File: src/rtl/qmci_pkg.sv
// ----------------------------------------------------------------------------
// Quadtree Morton cell index package
// Shared widths, register indexes, result type and level-size table.
// ----------------------------------------------------------------------------
package qmci_pkg;

  localparam int QMCI_MAX_DEPTH = 8;
  localparam int COORD_W        = 32;
  localparam int DEPTH_W        = 4;
  localparam int INDEX_W        = 17;
  localparam int CFG_IDX_W      = 3;
  localparam int S_TDATA_W      = 4 * COORD_W;
  localparam int M_TDATA_W      = 24;

  typedef enum logic [CFG_IDX_W-1:0] {
    REG_ORIGIN_X   = 3'd0,
    REG_ORIGIN_Y   = 3'd1,
    REG_SCALE_X    = 3'd2,
    REG_SCALE_Y    = 3'd3,
    REG_TREE_DEPTH = 3'd4
  } cfg_reg_e;

  typedef struct packed {
    logic               index_valid;
    logic [DEPTH_W-1:0] cell_depth;
    logic [INDEX_W-1:0] cell_index;
  } qmci_result_t;

  typedef struct packed {
    logic s1;
    logic s2;
    logic s3;
    logic s4;
  } stage_en_t;

  // Number of cells in all levels above level n, that is (4^n - 1) / 3.
  localparam logic [INDEX_W-1:0] TREE_CELLS [16] = '{
    17'd0, 17'd1, 17'd5, 17'd21, 17'd85, 17'd341, 17'd1365, 17'd5461,
    17'd21845, 17'd87381, 17'd0, 17'd0, 17'd0, 17'd0, 17'd0, 17'd0
  };

endpackage

File: src/rtl/qmci_corner_map.sv
// ----------------------------------------------------------------------------
// Corner to grid cell mapper
// Three stages: origin offset, Q16.16 scale multiply, range check.
// ----------------------------------------------------------------------------
module qmci_corner_map import qmci_pkg::*; #(
  parameter int CELL_W = QMCI_MAX_DEPTH
) (
  input  logic               clk_i,
  input  logic               rst_ni,
  input  stage_en_t          en_i,
  input  logic [COORD_W-1:0] coord_i,
  input  logic [COORD_W-1:0] origin_i,
  input  logic [COORD_W-1:0] scale_i,
  input  logic [DEPTH_W-1:0] depth_i,
  output logic [CELL_W-1:0]  cell_o,
  output logic               inside_o
);

  logic [COORD_W:0]     diff_d, diff_q;
  logic [2*COORD_W-1:0] prod;
  logic [COORD_W-1:0]   prod_hi_q;
  logic                 neg_q;
  logic [CELL_W-1:0]    cell_q;
  logic                 inside_d, inside_q;

  assign diff_d   = {coord_i[COORD_W-1], coord_i} - {origin_i[COORD_W-1], origin_i};
  assign prod     = diff_q[COORD_W-1:0] * scale_i;
  assign inside_d = !neg_q && ((prod_hi_q >> depth_i) == '0);

  always_ff @(posedge clk_i or negedge rst_ni) begin
    if (!rst_ni) begin
      neg_q    <= 1'b0;
      inside_q <= 1'b0;
    end else begin
      if (en_i.s2) begin
        neg_q <= diff_q[COORD_W];
      end
      if (en_i.s3) begin
        inside_q <= inside_d;
      end
    end
  end

  always_ff @(posedge clk_i) begin
    if (en_i.s1) begin
      diff_q <= diff_d;
    end
    if (en_i.s2) begin
      prod_hi_q <= prod[2*COORD_W-1:COORD_W];
    end
    if (en_i.s3) begin
      cell_q <= prod_hi_q[CELL_W-1:0];
    end
  end

  assign cell_o   = cell_q;
  assign inside_o = inside_q;

endmodule

File: config.mk
export PLATFORM = sky130hd
export DESIGN_NAME = qmci_corner_map
export DESIGN_NICKNAME = d
export VERILOG_FILES = /design/src/rtl/qmci_pkg.sv /design/src/rtl/qmci_corner_map.sv
export SDC_FILE = /design/constraint.sdc
export NUM_CORES = 2
export LEC_CHECK = 0
export BUFFER_PORTS_ARGS = -buffer_cell sky130_fd_sc_hd__buf_2
export CORE_MARGIN = 2
export CORE_UTILIZATION = 56
export CTS_CLUSTER_SIZE = 14
export DETAILED_ROUTE_END_ITERATION = 8
export GPL_ROUTABILITY_DRIVEN = 1
export PLACE_DENSITY = 0.8
export SLEW_MARGIN = 15
export SYNTH_ARGS = -nofsm -noshare
export SYNTH_HDL_FRONTEND = slang
export SYNTH_SLANG_ARGS = --single-unit
File: constraint.sdc
create_clock -name clk_i -period 21.2 [get_ports clk_i]
set_clock_uncertainty 0.15 [all_clocks]
set_input_delay 2.12 -clock clk_i [delete_from_list [all_inputs] [get_ports clk_i]]
set_output_delay 2.12 -clock clk_i [all_outputs]
set_load 0.02 [all_outputs]
### After elaboration in Yosys (flattened, before gate mapping)

Index checks and enable logic that the tools add are counted.
W data, S select, Z words.

* memories: 0
* flip-flop bits (word level): 75
* bits in latches: 0
* memory bits (read-only): 0
* memory bits (writable): 0

* bitwise gates (word level): 0
* multiply operators: 1
* order comparisons: 0
* reduce and logical (&&, ||, !) cells: 3
* divide/modulo/power cells: 0
* mux-type cells: 0
* shift operators: 1
* eq/ne operators: 0
* add/sub/neg operators: 1

Operator list (count)
* $mul A32 B32 Y64: 1
* $sub A32 B32 Y33: 1
* $logic_not A32 Y1: 1
* $shr A32 B4 Y32: 1
* $logic_and A1 B1 Y1: 1
* $logic_not A1 Y1: 1

### Longest topological paths before layout

* depth in word-level cells: 3
* mapped depth: 29
* depth with buffers taken out: 28

### Least setup slack after synthesis

Ideal clock, no wire load.

* path kind: input -> register
* start point: input port scale_i[2]
* end point: register prod_hi_q[30], data pin
* arrival: 8.751 ns
* data required time: 20.792 ns
* stages: 26
* setup time: 0.258 ns
* path slack: 12.041 ns
* cell sequence: clkbuf_1 -> nand2_1 -> fa_1 -> inv_1 -> fa_1 -> inv_1 -> fa_1 -> fa_1 -> inv_1 -> fa_1 -> fa_1 -> fa_1 -> inv_1 -> fa_1 -> inv_1 -> ha_1 -> nand2_1 -> nor2_2 -> nand4_2 -> a2111oi_4 -> o31ai_1 -> a211oi_2 -> o31ai_4 -> o41ai_4 -> a21oi_2 -> xnor2_1

* longest elaborated chain between the ends: 1

RTL lines
* from (decl): RTL line qmci_corner_map.sv:13 `input logic [COORD_W-1:0] scale_i,`
* $mul A32 B32 Y64: RTL line qmci_corner_map.sv:27 `assign prod = diff_q[COORD_W-1:0] * scale_i;`
* via prod[62]: RTL line qmci_corner_map.sv:20 `logic [2*COORD_W-1:0] prod;`
* to (signal assigned): RTL line qmci_corner_map.sv:49 `prod_hi_q <= prod[2*COORD_W-1:COORD_W];`
* to (decl): RTL line qmci_corner_map.sv:21 `logic [COORD_W-1:0] prod_hi_q;`

The timed path passes the listed nets, and every way through them passes these cells.
A chain may end at the register's enable or synchronous reset.

### Worst setup path in the final report

* start point: input port scale_i[8]
* end point: register prod_hi_q[30], data pin

The elaborated chain is that of the path after synthesis.

==> summary.md <==
The run finished with clean final reports. Fill cells in the final layout number 5498. 115 I/O pins were placed.

The register cell area after layout was 2240 um^2. The maximum single-stage delay on the critical path came out at 0.69 ns. The detailed router finished its first iteration with 1727 violations. The ratio of cells with drive above 1 in the final layout is 4.69%.

STA puts the critical path data required time at 21.18 ns. The wire length per cell came out at 19.4 um. The clock passes through at most 2 buffers.

Walking the worst path, the cells encountered are buf_2 -> nand2_1 -> fa_1 -> fa_1 -> fa_1 -> fa_1 -> inv_1 -> fa_1 -> fa_1 -> fa_1 -> inv_1 -> fa_1 -> inv_1 -> ha_1 -> nand2_1 -> nor2_2 -> nand3_1 -> o31ai_1 -> o31ai_1 -> a211oi_2 -> o31ai_4 -> o41ai_4 -> a21oi_2 -> xnor2_1. At the end of routability-driven placement, the weighted congestion stood at 0.908. On the critical path, the stage with the largest delay is an instance of buf_2.

The ratio of routed vias to standard cells is 5.64. For the number of antenna violations at the first check in global routing, the log shows 4. The category of the worst setup path launch point was an input port.

The tools report the data arrival time of the critical path as 10.41 ns. Synthesis instantiated 71 different standard cells from the library. The tools report the final hold violation count as 0. The cell area after layout was 38300 um^2. The run gives 26993 as the total number of vias. TritonCTS built the clock tree. For the fraction of the yosys area taken by sequential cells, the log shows 6.07%. The classification of the worst setup path is in2reg. The placed instances occupy a cell area of 38100 um^2. In the global route stage, overall resource usage came out at 28.9%. The library cell used most frequently in the layout, excluding fill and tap cells, is inv_1. Global routing finished with a remaining overflow of 0. The logs give 0 for the number of setup violations in the final report and 35.0% for the remaining max-slew budget at the tightest pin. In this run the worst path has a maximum fanout of 32.

The number of global-route vias before repair was 29821; the final core area utilization was 58.5%. From synthesis to final layout, the design area changed by 3.87%. Core area: 65500 um^2. After synthesis, the mean cell area works out to 9.32 um^2. In the synthesized netlist the async set-or-reset flop fraction comes to 2.67%. The tools report the floorplan row count as 94. The tools report the number of post-CTS setup repair buffers as 0. The deepest level of the CTS H-tree is 3, and the number of warnings printed during yosys synthesis is 0. Hold buffer count at CTS: 0.

The initial utilization of the core area, before any placement, comes to 56.3%. The tools report the total negative slack for setup checks as 0 ns. The tools report the max-slew violation count as 0. Max-cap violations in this run came to 0.

The first detailed-routing pass ran for 7 iterations. The most frequently used flop master after synthesis is edfxtp_1. Number of instances in the synthesized netlist: 3962. The count of input and output buffers is 113, and the clock latency on the worst-skew pair is 0.36 ns. Sum of routed wire length over all layers: 92700 um.

For the number of buffers inserted during clock tree synthesis, the log shows 9. The worst path uses 49.2% of the clock period. For this design, the sink count on the clock tree is 75.

The overall die area is 68000 um^2. At the pin with the least slew margin, the transition time is 0.975 ns. The first-pass GRT wire length was 153000 um; the number of nets with antenna violations after detailed routing was 0. The die height is 261 um.

The number of nets handed over by synthesis was 5256. Yosys mapped a number of flops with a built-in enable equal to 73. Setup repair after global routing left no endpoint under its margin. The highest attainable clock frequency is 0.0959 GHz. In the layout the commonest cells are 916 x inv_1, 896 x fa_1, 616 x and2_1, 457 x nand2_1, 292 x ha_1. For this run, design rule violations remaining after detail routing come to 0. The tools report the cell chosen for the clock root as clkbuf_16. The number of gates resized after cts came out at 0.

Entering global routing, the biggest net connects 34 pins. The type of destination of the critical path was a register. Detailed placement ended at an HPWL of 68400 um.

Cell area after technology mapping: 36900 um^2. The horizontal die dimension is 261 um, and the area used by multi-input combinational logic is 30400 um^2. The clock-pin slew on the worst setup and hold paths came out at 0.07 ns. Subtracting the final worst setup slack from the clock period gives 10.43 ns. In this run the worst hold path is classified as reg2reg.

After synthesis the netlist holds a flip-flop and latch count of 75. The post-layout net count was 5209. The cell repeated most along the worst path is fa_1.
## Yosys cell counts, types with 4 or more instances
master	instances	share of area, %
a211oi_1	12	0.24
a21boi_0	4	0.081
a21o_1	40	0.81
a21oi_1	85	1.2
a31oi_1	13	0.22
and2_1	616	10
and3_1	4	0.068
clkbuf_1	206	2.1
edfxtp_1	73	5.9
fa_1	896	49
ha_1	292	9.9
inv_1	916	9.3
mux2i_1	4	0.11
nand2_1	457	4.6
nand2b_1	10	0.17
nand3_1	17	0.23
nand4_1	18	0.31
nor2_1	51	0.52
nor2b_1	18	0.31
nor3_1	17	0.23
nor4_1	9	0.15
o21a_1	12	0.24
o21ai_0	28	0.38
o21ai_1	10	0.14
o21bai_1	13	0.26
o221ai_1	4	0.095
o22ai_1	6	0.10
o31ai_1	10	0.20
or3_1	6	0.10
xnor2_1	44	1.0
xor2_1	18	0.43
## layout make-up
class | count | area share, %
Antenna cell | 2 | 0.0131
Timing Repair Buffer | 150 | 2.20
Clock inverter | 7 | 0.150
Sequential cell | 75 | 5.85
Clock buffer | 9 | 0.587
Tap cell | 864 | 2.82
Inverter | 917 | 8.98
Multi-Input combinational cell | 2762 | 79.4
## per-stage QoR
| stage | hold slack, ns | cells | worst slack [ns] |
|---|---|---|---|
| after floorplan | 0.268 | 3962 | 12.04 |
| after global placement | 0.289 | 4768 | 10.68 |
| after detailed placement | 0.301 | 4768 | 10.52 |
| after CTS | 0.318 | 4784 | 10.90 |
| after global routing | 0.329 | 4785 | 10.58 |
| final | 0.319 | 4786 | 10.77 |
## cells by family after synthesis
kind of cell	after synthesis	synth area share [%]
buffers and inverters	1125	11.4
flip-flops	75	6.07
AND/OR/NAND/NOR	1238	17.5
AO/OA/AOI/OAI	267	4.81
multiplexers	7	0.200
adder cells (fa/ha/maj)	1188	58.5
XOR/XNOR	62	1.47
## per-layer routing
layer	global-route usage [%]	up-vias	share of wire, %
li1	-	11561	-
met1	34.6	13911	36
met2	50.7	1154	51
met3	4.56	363	7.7
met4	14.3	4	5.5
met5	0	-	0.029
## flip-flops by register name, summed over array words and instances (netlist names)
name,cells
cell_o,8
diff_q,33
inside_o,1
neg_q,1
prod_hi_q,32
## worst max-delay path, delay by kind of cell
family / cells / cell delay, ns
adders and majority gates: 9 / 4.54
AOI/OAI and AO/OA: 6 / 1.88
and+or+nand+nor: 4 / 0.88
buffers and inverters: 4 / 0.84
xor gates and xnor gates: 1 / 0.12
## worst paths after layout
path                                        startpoint                      end  slack (ns)  cells past startpoint
max in group asynchronous                       rst_ni        neg_q$_DFFE_PN0P_       19.42                      1
worst min register to register  prod_hi_q[1]$_DFFE_PP_      cell_o[1]$_DFFE_PP_        0.32                      0
worst max-delay path                        scale_i[8]  prod_hi_q[30]$_DFFE_PP_       10.77                     24
worst max register to register    diff_q[25]$_DFFE_PP_  prod_hi_q[30]$_DFFE_PP_       12.47                     25
min in group asynchronous                       rst_ni     inside_o$_DFFE_PN0P_        1.37                      1
worst min-delay path            prod_hi_q[1]$_DFFE_PP_      cell_o[1]$_DFFE_PP_        0.32                      0
Power is not shown: default switching activity piles up to over one toggle a cycle in this logic, so the estimate is an artifact.
