$ cat src/rtl/qmci_pkg.sv
// ----------------------------------------------------------------------------
// Quadtree Morton cell index package
// Shared widths, register indexes, result type and level-size table.
// ----------------------------------------------------------------------------
package qmci_pkg;

  localparam int QMCI_MAX_DEPTH = 8;
  localparam int COORD_W        = 32;
  localparam int DEPTH_W        = 4;
  localparam int INDEX_W        = 17;
  localparam int CFG_IDX_W      = 3;
  localparam int S_TDATA_W      = 4 * COORD_W;
  localparam int M_TDATA_W      = 24;

  typedef enum logic [CFG_IDX_W-1:0] {
    REG_ORIGIN_X   = 3'd0,
    REG_ORIGIN_Y   = 3'd1,
    REG_SCALE_X    = 3'd2,
    REG_SCALE_Y    = 3'd3,
    REG_TREE_DEPTH = 3'd4
  } cfg_reg_e;

  typedef struct packed {
    logic               index_valid;
    logic [DEPTH_W-1:0] cell_depth;
    logic [INDEX_W-1:0] cell_index;
  } qmci_result_t;

  typedef struct packed {
    logic s1;
    logic s2;
    logic s3;
    logic s4;
  } stage_en_t;

  // Number of cells in all levels above level n, that is (4^n - 1) / 3.
  localparam logic [INDEX_W-1:0] TREE_CELLS [16] = '{
    17'd0, 17'd1, 17'd5, 17'd21, 17'd85, 17'd341, 17'd1365, 17'd5461,
    17'd21845, 17'd87381, 17'd0, 17'd0, 17'd0, 17'd0, 17'd0, 17'd0
  };

endpackage

$ cat src/rtl/qmci_cell_index.sv
// ----------------------------------------------------------------------------
// Morton level and linear index stage
// Interleaves corner cells, finds the shared level and forms the index.
// ----------------------------------------------------------------------------
module qmci_cell_index import qmci_pkg::*; #(
  parameter int CELL_W = QMCI_MAX_DEPTH
) (
  input  logic               clk_i,
  input  logic               en_i,
  input  logic [CELL_W-1:0]  lx_i,
  input  logic [CELL_W-1:0]  ty_i,
  input  logic [CELL_W-1:0]  rx_i,
  input  logic [CELL_W-1:0]  by_i,
  input  logic               inside_i,
  input  logic [DEPTH_W-1:0] depth_i,
  output qmci_result_t       result_o
);

  localparam int MORTON_W = 2 * CELL_W;

  logic [MORTON_W-1:0] lt, rb, diff, space;
  logic [DEPTH_W-1:0]  hi, level;
  logic [INDEX_W:0]    sum;
  logic [INDEX_W-1:0]  base, cells;
  qmci_result_t        result_d, result_q;

  always_comb begin
    for (int i = 0; i < CELL_W; i++) begin
      lt[2*i]   = lx_i[i];
      lt[2*i+1] = ty_i[i];
      rb[2*i]   = rx_i[i];
      rb[2*i+1] = by_i[i];
    end
    diff = lt ^ rb;
    hi   = '0;
    for (int i = 0; i < CELL_W; i++) begin
      if ((DEPTH_W'(i) < depth_i) && (diff[2*i +: 2] != 2'b00)) begin
        hi = DEPTH_W'(i + 1);
      end
    end
    space = rb >> {hi, 1'b0};
    level = depth_i - hi;
    base  = TREE_CELLS[level];
    cells = TREE_CELLS[depth_i + DEPTH_W'(1)];
    sum   = {1'b0, INDEX_W'(space)} + {1'b0, base};
    result_d = '0;
    if (inside_i && (sum < {1'b0, cells})) begin
      result_d.index_valid = 1'b1;
      result_d.cell_depth  = level;
      result_d.cell_index  = sum[INDEX_W-1:0];
    end
  end

  always_ff @(posedge clk_i) begin
    if (en_i) begin
      result_q <= result_d;
    end
  end

  assign result_o = result_q;

endmodule

$ cat config.mk
export PLATFORM = sky130hd
export DESIGN_NAME = qmci_cell_index
export DESIGN_NICKNAME = d
export VERILOG_FILES = /design/src/rtl/qmci_pkg.sv /design/src/rtl/qmci_cell_index.sv
export SDC_FILE = /design/constraint.sdc
export NUM_CORES = 1
export LEC_CHECK = 0
export BUFFER_PORTS_ARGS = -buffer_cell sky130_fd_sc_hd__buf_2
export CAP_MARGIN = 15
export CORE_MARGIN = 2
export CORE_UTILIZATION = 52
export DETAILED_ROUTE_END_ITERATION = 10
export PLACE_DENSITY = 0.79
export SLEW_MARGIN = 20
export SYNTH_ARGS = -nofsm -noshare
export SYNTH_HDL_FRONTEND = slang
export SYNTH_SLANG_ARGS = --single-unit
$ cat constraint.sdc
create_clock -name clk_i -period 6 [get_ports clk_i]
set_input_delay 0.6 -clock clk_i [delete_from_list [all_inputs] [get_ports clk_i]]
set_output_delay 0.6 -clock clk_i [all_outputs]
set_load 0.05 [all_outputs]
# [Word-level counts from Yosys, hierarchy flattened]
# Memories as Yosys holds them, arrays and structs flattened.
# Cells that the tools add are included.
[word_totals] register_bits=22 romBits=544 in_bits=39 out_inout_bits=22 wordCells=53 n_memories=2
[op_classes] add_sub_neg=3 order_cmp=11 n_shift=1 mux=13 bitwise_logic=3 reduce_logical=17
[memory_table] memory="(name not given)" depth=16 width=17 read_ports=1 rd_clocked_by_memory_dff=0 write_ports=0 line="qmci_cell_index.sv:44" source="cells = TREE_CELLS[depth_i + DEPTH_W'(1)];"
[memory_table] memory="(name not given)" depth=16 width=17 read_ports=1 rd_clocked_by_memory_dff=0 write_ports=0 line="qmci_cell_index.sv:43" source="base = TREE_CELLS[level];"
[op_table] op="$mux W17" count=4
[op_table] op="$mux W4" count=7
[op_table] op="$mux W22" count=1
[op_table] op="$add A16 B17 Y18" count=1
[op_table] op="$lt A18 B17 Y1" count=1
[op_table] op="$lt A3 B4 Y1 const A" count=4
[op_table] op="$reduce_bool A2 Y1" count=8
[op_table] op="$shr A16 B5 Y16" count=1
[op_table] op="$xor A16 B16 Y16" count=1
[op_table] op="$ge A5 B5 Y1 const B" count=2
[op_table] op="$not A4 Y5" count=2
[op_table] op="$logic_and A1 B1 Y1" count=9
[op_table] op="$lt A1 B4 Y1 const A" count=2
[op_table] op="$lt A2 B4 Y1 const A" count=2
[op_table] op="$add A4 B1 Y4 const B" count=1
[op_table] op="$sub A4 B4 Y4" count=1
[op_table] op="$mux W1" count=1

# [Logic depth before layout (Yosys ltp)]
# Gate-level depths: netlist of run 1.
[logic_depth] ltp_word=20 ltp_mapped=31 mapped_depth_nobuf=29

# [Worst setup path before layout of run 1]
# Ideal clock, no wire load.
[synth_path] path_kind="input -> register" start="input depth_i[0]" end="register result_q, in the netlist result_o[18] (data pin)" setup_ns=0.158 arrival_time_ns=6.189 t_required_ns=5.842 path_slack_ns=-0.347 stages=29 n_path_buf=5 path_cell_list="ha_1 -> a21oi_1 -> a21o_1 -> clkbuf_1 -> o21ai_0 -> o221ai_1 -> clkbuf_1 -> inv_1 -> ha_1 -> fa_1 -> xor2_1 -> nand2_1 -> or2_2 -> clkbuf_1 -> o21ai_0 -> ha_1 -> and4b_1 -> clkbuf_1 -> a21oi_1 -> and2_1 -> o21a_1 -> xor2_1 -> inv_1 -> ha_1 -> nand2b_1 -> nor3_4 -> nand2_1 -> buf_2 -> a211oi_2"
[synth_between] elab_chain_len=18 elab_cells_between_ends=38 cone_classes="add/sub: 3; order compare: 9; shift: 1; mux: 12; bitwise: 2; reduce/logical: 9; memory: 2"
[synth_lines] element="start, declared" line="qmci_cell_index.sv:15" source="input logic [DEPTH_W-1:0] depth_i,"
[synth_lines] element="$lt A1 B4 Y1" line="qmci_cell_index.sv:37" source="if ((DEPTH_W'(i) < depth_i) && (diff[2*i +: 2] != 2'b00)) begin"
[synth_lines] element="$logic_and A1 B1 Y1" line="qmci_cell_index.sv:37"
[synth_lines] element="$mux W1" line="qmci_cell_index.sv:37"
[synth_lines] element="$mux W4 (7 in series)" line="qmci_cell_index.sv:37"
[synth_lines] element="$sub A4 B4 Y4" line="qmci_cell_index.sv:42" source="level = depth_i - hi;"
[synth_lines] element="$not A4 Y5 (not written as such)" line="qmci_cell_index.sv:43"
[synth_lines] element="$mem_v2 Z16 W17"
[synth_lines] element="$mux W17 (not written as such) (2 in series)" line="qmci_cell_index.sv:43"
[synth_lines] element="$add A16 B17 Y18 *" line="qmci_cell_index.sv:45" source="sum = {1'b0, INDEX_W'(space)} + {1'b0, base};"
[synth_lines] element="named net sum[16]" line="qmci_cell_index.sv:23" source="logic [INDEX_W:0] sum;"
[synth_lines] element="$lt A18 B17 Y1 *" line="qmci_cell_index.sv:47" source="if (inside_i && (sum < {1'b0, cells})) begin"
[synth_lines] element="$logic_and A1 B1 Y1 *" line="qmci_cell_index.sv:47"
[synth_lines] element="end signal, assigned" line="qmci_cell_index.sv:56" source="result_q <= result_d;"
[synth_lines] element="end, declared" line="qmci_cell_index.sv:25" source="qmci_result_t result_d, result_q;"
# Mark *: on every way through the listed nets, which the timed path passes. The rest lies on a longest branch. The select of a mux whose other input is x is not followed.
# A chain may end at the register's enable or synchronous reset.

# [Worst setup path in the final report of run 1]
[layout_path] start="input by_i[4]" end="register result_q, in the netlist result_o[14] (data pin)"
[layout_between] elab_chain_len=15 elab_cells_between_ends=16 cone_classes="add/sub: 2; order compare: 1; shift: 1; mux: 6; bitwise: 2; reduce/logical: 3; memory: 1"
[layout_lines] element="start, declared" line="qmci_cell_index.sv:13" source="input logic [CELL_W-1:0] by_i,"
[layout_lines] element="$xor A16 B16 Y16" line="qmci_cell_index.sv:34" source="diff = lt ^ rb;"
[layout_lines] element="$reduce_bool A2 Y1" line="qmci_cell_index.sv:37"
[layout_lines] element="$logic_and A1 B1 Y1" line="qmci_cell_index.sv:37"
[layout_lines] element="$mux W4 (4 in series)" line="qmci_cell_index.sv:37"
[layout_lines] element="$sub A4 B4 Y4" line="qmci_cell_index.sv:42"
[layout_lines] element="$not A4 Y5 (not written as such)" line="qmci_cell_index.sv:43"
[layout_lines] element="$mem_v2 Z16 W17"
[layout_lines] element="$mux W17 (not written as such) (2 in series)" line="qmci_cell_index.sv:43"
[layout_lines] element="$add A16 B17 Y18 *" line="qmci_cell_index.sv:45"
[layout_lines] element="named net sum[4]" line="qmci_cell_index.sv:23"
[layout_lines] element="$lt A18 B17 Y1 *" line="qmci_cell_index.sv:47"
[layout_lines] element="$logic_and A1 B1 Y1 *" line="qmci_cell_index.sv:47"
# Marked as above.

==> reports/metrics.yaml, run 1 <==
wl_met3_microns: 984
min_path_type: "in -> reg"
cts_tree: "built"
ys.flop_type: "edfxtp_1"
top_layer_used: "met4"
pin_count: 61
drt_first_pass_iters: 6
final_max_slew_viol_count: 0
crit_path_start_kind: "input port"
die_h_microns: 86.1
clock_sinks: 22
antenna_found_initial: 0
drcViolationCount: 0
layout_commonest_cell: "buf_2"
place_hpwl_microns: 8910
async_flop_share: 0
dieArea_sq_um: 7420
num_antenna_cells: 0
setup_viol: 0
htreeDepth: 1
path_class: "in -> reg"
ant_nets: 0
syn_inst: 420
yosysTopAreaCell: "edfxtp_1"
hp-start: "inside_i"
whs_ns: 0.791
leakagePower_nw: 1.81
root_buffer: "clkbuf_8"
cp_data_required_time_ns: 6.10
power.density_nw_per_um2: 278
tightest_slew_ns: 1.01
arrival_ns: 5.87
hold_end: "result_o[15]"
max-vdd-ir-drop_mv: 0.173
overflow: 0
synth_area_leaders: "edfxtp_1 19%, ha_1 8.9%, a211oi_2 5.0%"
start_util: 0.546
rows: 29
core_area_sq_um: 6420
syn_nets: 485
track_usage: 0.296
period_needed_ns: 5.77
grt_pass1_wl_microns: 17500
yosysSeqAreaShare: 0.188
netlist.area_leader.share: 0.188
max_freq_mhz: 173
postCtsHoldBufs: 0
dr.first_iter.drc_count: 397
grt_pass1_vias: 3693
layout-drive-gt1-share: 0.318
clock_path_buffers: 2
wirelength_microns: 10900
cap_violations: 0
area_growth_pct: 22.6
place.gp.congestion: 1.02
io_buffer_count: 60
cp-end-kind: "register"
via_count: 3849
ys_ff_latch: 22
place_ws_ns: -0.140
layout.nets: 580
die_x_microns: 86.1
synthesis.area_sq_um: 3510
avgSynthCellArea_sq_um: 8.35
max_slew_margin: 0.307
critPathLaunch: "by_i[4]"
fillCellCount: 522
crit_fanout: 20
hold_viol: 0
dr_wl_met2_microns: 5020
wl_met1_microns: 4520
status: "completed"
clkTransAtPathRegs_ns: 0.08
fin_ws_ns: 0.232
cts_buffers: 3
yosys.cell_types.count: 79
timing.final.crit_share: 0.961
hold_depth: 3
synth_enable_flop_cells: 22
yosysWarnings: 0
tns_ns: 0
wl_per_cell_microns: 18.5
largest_reg_flops: 22
final_cell_mix: "60 x buf_2, 43 x buf_4, 37 x nor2_1"
grt_max_degree: 23
routed_via_density: 6.52
## Yosys cell counts, types with 3 or more instances
library cell and instances:
nor2_1 38, nand2_1 35, a21oi_1 26, ha_1 25, nand3_1 25, edfxtp_1 22
inv_1 22, xor2_1 19, xnor2_1 16, a211oi_2 14, o21ai_0 13, a211oi_1 9
and3_1 9, a31oi_1 8, clkbuf_1 8, mux2i_1 8, and2_1 7, nor3_1 7
o211ai_1 7, buf_2 6, o21a_1 5, o22ai_1 5, o31ai_1 5, nand2b_1 4
a211o_1 3, a21o_1 3, o2111ai_1 3, o21ba_2 3
## routing by layer
metal  track usage  up-vias
li1              -     1793
met4         0.114        0
met1         0.384     1790
met2         0.485      223
met3        0.0577       43
met5             0        -
## area by class of cell
class                   instances  area (sq um)  share of cell area
well taps                      77          96.3              0.0224
flip-flops and latches         22           661               0.154
multi-input cells             358          2730               0.635
repair buffers                106           683               0.159
inverters                      24          90.1              0.0209
clock buffers                   3          41.3             0.00960
## power by group
group / internal, mW / switching, mW / total (mW) / leakage, nW
Clock: 0.0449 / 0.0469 / 0.0918 / 0.0216
Sequential: 0.208 / 0.00583 / 0.214 / 0.210
Combinational: 0.338 / 0.551 / 0.888 / 1.58
## stage by stage
| step | power [mW] | area (sq um) | std cells | util |
|---|---|---|---|---|
| global route | 1.27 | 4300 | 590 | 0.670 |
| finish | 1.19 | 4300 | 590 | 0.670 |
| detailed placement | 1.08 | 4210 | 585 | 0.656 |
| CTS | 1.17 | 4250 | 588 | 0.662 |
| global placement | 1.05 | 4210 | 585 | 0.656 |
| floorplan | 0.813 | 3530 | 420 | - |
## critical path: stages
cell	delay, ns
buf_2	0.15
xor2_1	0.21
o41ai_2	0.49
nor2_1	0.10
o221ai_2	0.17
inv_1	0.08
ha_1	0.21
fa_1	0.42
xor2_2	0.17
nand2_1	0.11
mux2_2	0.34
ha_1	0.20
ha_1	0.22
a21oi_2	0.19
buf_4	0.14
buf_4	0.10
nor2_1	0.04
xnor2_1	0.15
ha_1	0.22
a211oi_1	0.25
nor3b_1	0.25
o32ai_1	0.13
a311oi_1	0.37
o31ai_2	0.13
buf_12	0.17
a211oi_2	0.25
## logic make-up (layout without fill, tap and decap cells)
group,count (synthesis),count (layout),share of synthesized area
AO/OA/AOI/OAI,144,144,0.346
AND/OR/NAND/NOR,142,142,0.200
buffers and inverters,40,133,0.0492
XOR/XNOR,36,36,0.0920
adder cells (fa/ha/maj),26,26,0.0949
flip-flops,22,22,0.188
multiplexers,10,10,0.0292
## what timing repair did
action                                  in CTS  in global routing
endpoints found under the setup margin       0                 21
buffers inserted                             0                  2
gates resized for setup                      0                  8
## how the worst max path moves through the flow
stage | endpoint | slack [ns] | depth (start not counted)
finish | result_o[14] | 0.23 | 26
detailed placement | result_o[14] | -0.14 | 28
global route | result_o[9] | -0.06 | 28
floorplan | result_o[18] | 0.007 | 29
global placement | result_o[17] | 0.14 | 28
CTS | result_o[14] | 0.13 | 28
Note: power is estimated with default switching activity, not from simulation.
==> run 2, diff against run 1 <==
CORE_ASPECT_RATIO = 1.75   (was not set)
==> run 2 against run 1 <==
  * Cell area grew 2.9%
  * Sequential share of layout area down 0.43 points
  * Non-clock buffer count increased by 10
  * Combinational power up 2%
  * Die area grew 0.35%
  * Core utilization rose by 0.70 points
  * Via count increased by 1.2%
  * Count of clock-buffer cells in the layout is the same
  * Maximum frequency rose by 0.58%
  * Wire length increased by 3.7%
  * Total power is 5.3% higher
  * Critical endpoint is now result_o[20]
==> reports/metrics.yaml, run 2 (synthesis gave the netlist of run 1 again) <==
die_x_microns: 66.1  # was 86.1 microns
grt_max_degree: 23  # unchanged
start_util: 0.537  # was 0.546
final_cell_mix: "60 x buf_2, 53 x buf_4, 38 x nor2_1"  # was 60 x buf_2, 43 x buf_4, 37 x nor2_1
grt_pass1_wl_microns: 18000  # was 17500 microns
grt_pass1_vias: 3836  # was 3693
hp-start: "inside_i"  # unchanged
cpMostUsedCell: "ha_1"  # unchanged
finalPower_mw: 1.26  # was 1.19 mW
via_count: 3894  # was 3849
crit_fanout: 20  # unchanged
fin_ws_ns: 0.265  # was 0.232 ns
htreeDepth: 1  # unchanged
arrival_ns: 5.83  # was 5.87 ns
cap_violations: 0  # unchanged
clkTransAtPathRegs_ns: 0.05  # was 0.08 ns
clock_path_buffers: 2  # unchanged
largest_reg_flops: 22  # unchanged
layout.nets: 590  # was 580
critPathLaunch: "rx_i[5]"  # was by_i[4]
root_buffer: "clkbuf_16"  # was clkbuf_8
wirelength_microns: 11300  # was 10900 microns
drcViolationCount: 0  # unchanged
pin_count: 61  # unchanged
max-vdd-ir-drop_mv: 0.130  # was 0.173 mV
period_needed_ns: 5.74  # was 5.77 ns
tightest_slew_ns: 0.687  # was 1.01 ns
crit_path_start_kind: "input port"  # unchanged
place_hpwl_microns: 9570  # was 8910 microns
cts_buffers: 3  # unchanged
layout-drive-gt1-share: 0.333  # was 0.318
clock_sinks: 22  # unchanged
drt_first_pass_iters: 5  # was 6
rows: 39  # was 29
wl_per_cell_microns: 18.7  # was 18.5 microns
multi_input_area_sq_um: 2740  # was 2730 sq um
status: "completed"  # unchanged
cts_tree: "built"  # unchanged
critPathTopFamily: "compound AO/OA/AOI/OAI gates"  # unchanged
overflow: 0  # unchanged
seq_area_sq_um: 661  # unchanged
rsz0062_at_grt: "true"
place_ws_ns: -0.182  # was -0.140 ns
power.density_nw_per_um2: 284  # was 278 nW/um^2
layout_commonest_cell: "buf_2"  # unchanged
antenna_found_initial: 0  # unchanged
leakagePower_nw: 1.87  # was 1.81 nW
ant_nets: 0  # unchanged
core_area_sq_um: 6540  # was 6420 sq um
dieArea_sq_um: 7450  # was 7420 sq um
place.gp.congestion: 0.965  # was 1.02
die_h_microns: 113  # was 86.1 microns
track_usage: 0.312  # was 0.296
hold_viol: 0  # unchanged
setup_viol: 0  # unchanged
tns_ns: 0  # unchanged
fillCellCount: 565  # was 522
max_slew_margin: 0.542  # was 0.307
slowest_stage: "o41ai_2"  # unchanged
routed_via_density: 6.44  # was 6.52
cp_data_required_time_ns: 6.09  # was 6.10 ns
max_freq_mhz: 174  # was 173 MHz
cp-end-kind: "register"  # unchanged
dr.first_iter.drc_count: 283  # was 397
timing.final.crit_share: 0.956  # was 0.961
min_path_type: "in -> reg"  # unchanged
critical_path.max_stage_delay_ns: 0.47  # was 0.49 ns
area_growth_pct: 26.1  # was 22.6%
final_max_slew_viol_count: 0  # unchanged
path_class: "in -> reg"  # unchanged
fin_util: 0.677  # was 0.670
num_antenna_cells: 0  # unchanged
io_buffer_count: 60  # unchanged
crit_buf_inv: 5  # unchanged
[run 2: repair_timing]
action                     CTS  global route
buffers inserted             0             7
hold buffers                 0             0
setup endpoints to repair    0            21
gates resized for setup      0            10
[run 2: report_power, final]
group / internal [mW] / leakage (nW) / total, mW / switching (mW)
registers: 0.208 / 0.210 / 0.214 / 0.00559
clock network: 0.0881 / 0.0370 / 0.138 / 0.0501
logic: 0.353 / 1.63 / 0.906 / 0.553
[run 2: cell type report]
cell class              count  area share
multi-input cells         358       0.619
repair buffers            116       0.171
flip-flops and latches     22       0.149
well taps                  82      0.0232
inverters                  24      0.0204
clock buffers               3      0.0170
[run 2: through the flow]
| stage | cell area [sq um] | cells | hold WS (ns) |
|---|---|---|---|
| after global placement | 4260 | 595 | 1.06 |
| after global routing | 4420 | 605 | 0.852 |
| after CTS | 4330 | 598 | 0.804 |
| after floorplan | 3530 | 420 | 0.712 |
| after detailed placement | 4260 | 595 | 1.07 |
| final | 4420 | 605 | 0.808 |
[run 2: worst paths after layout]
kind,to,slack [ns],depth (start not counted)
max,result_o[20],0.26,25
min,result_o[15],0.81,3
[run 2: metal layers]
metal  part of all wire  vias up  GRT usage
li1                   -     1812          -
met1               0.31     1838      0.287
met2               0.54      175      0.567
met3              0.043       69     0.0230
met4               0.11        0      0.295
met5                  0        -          0
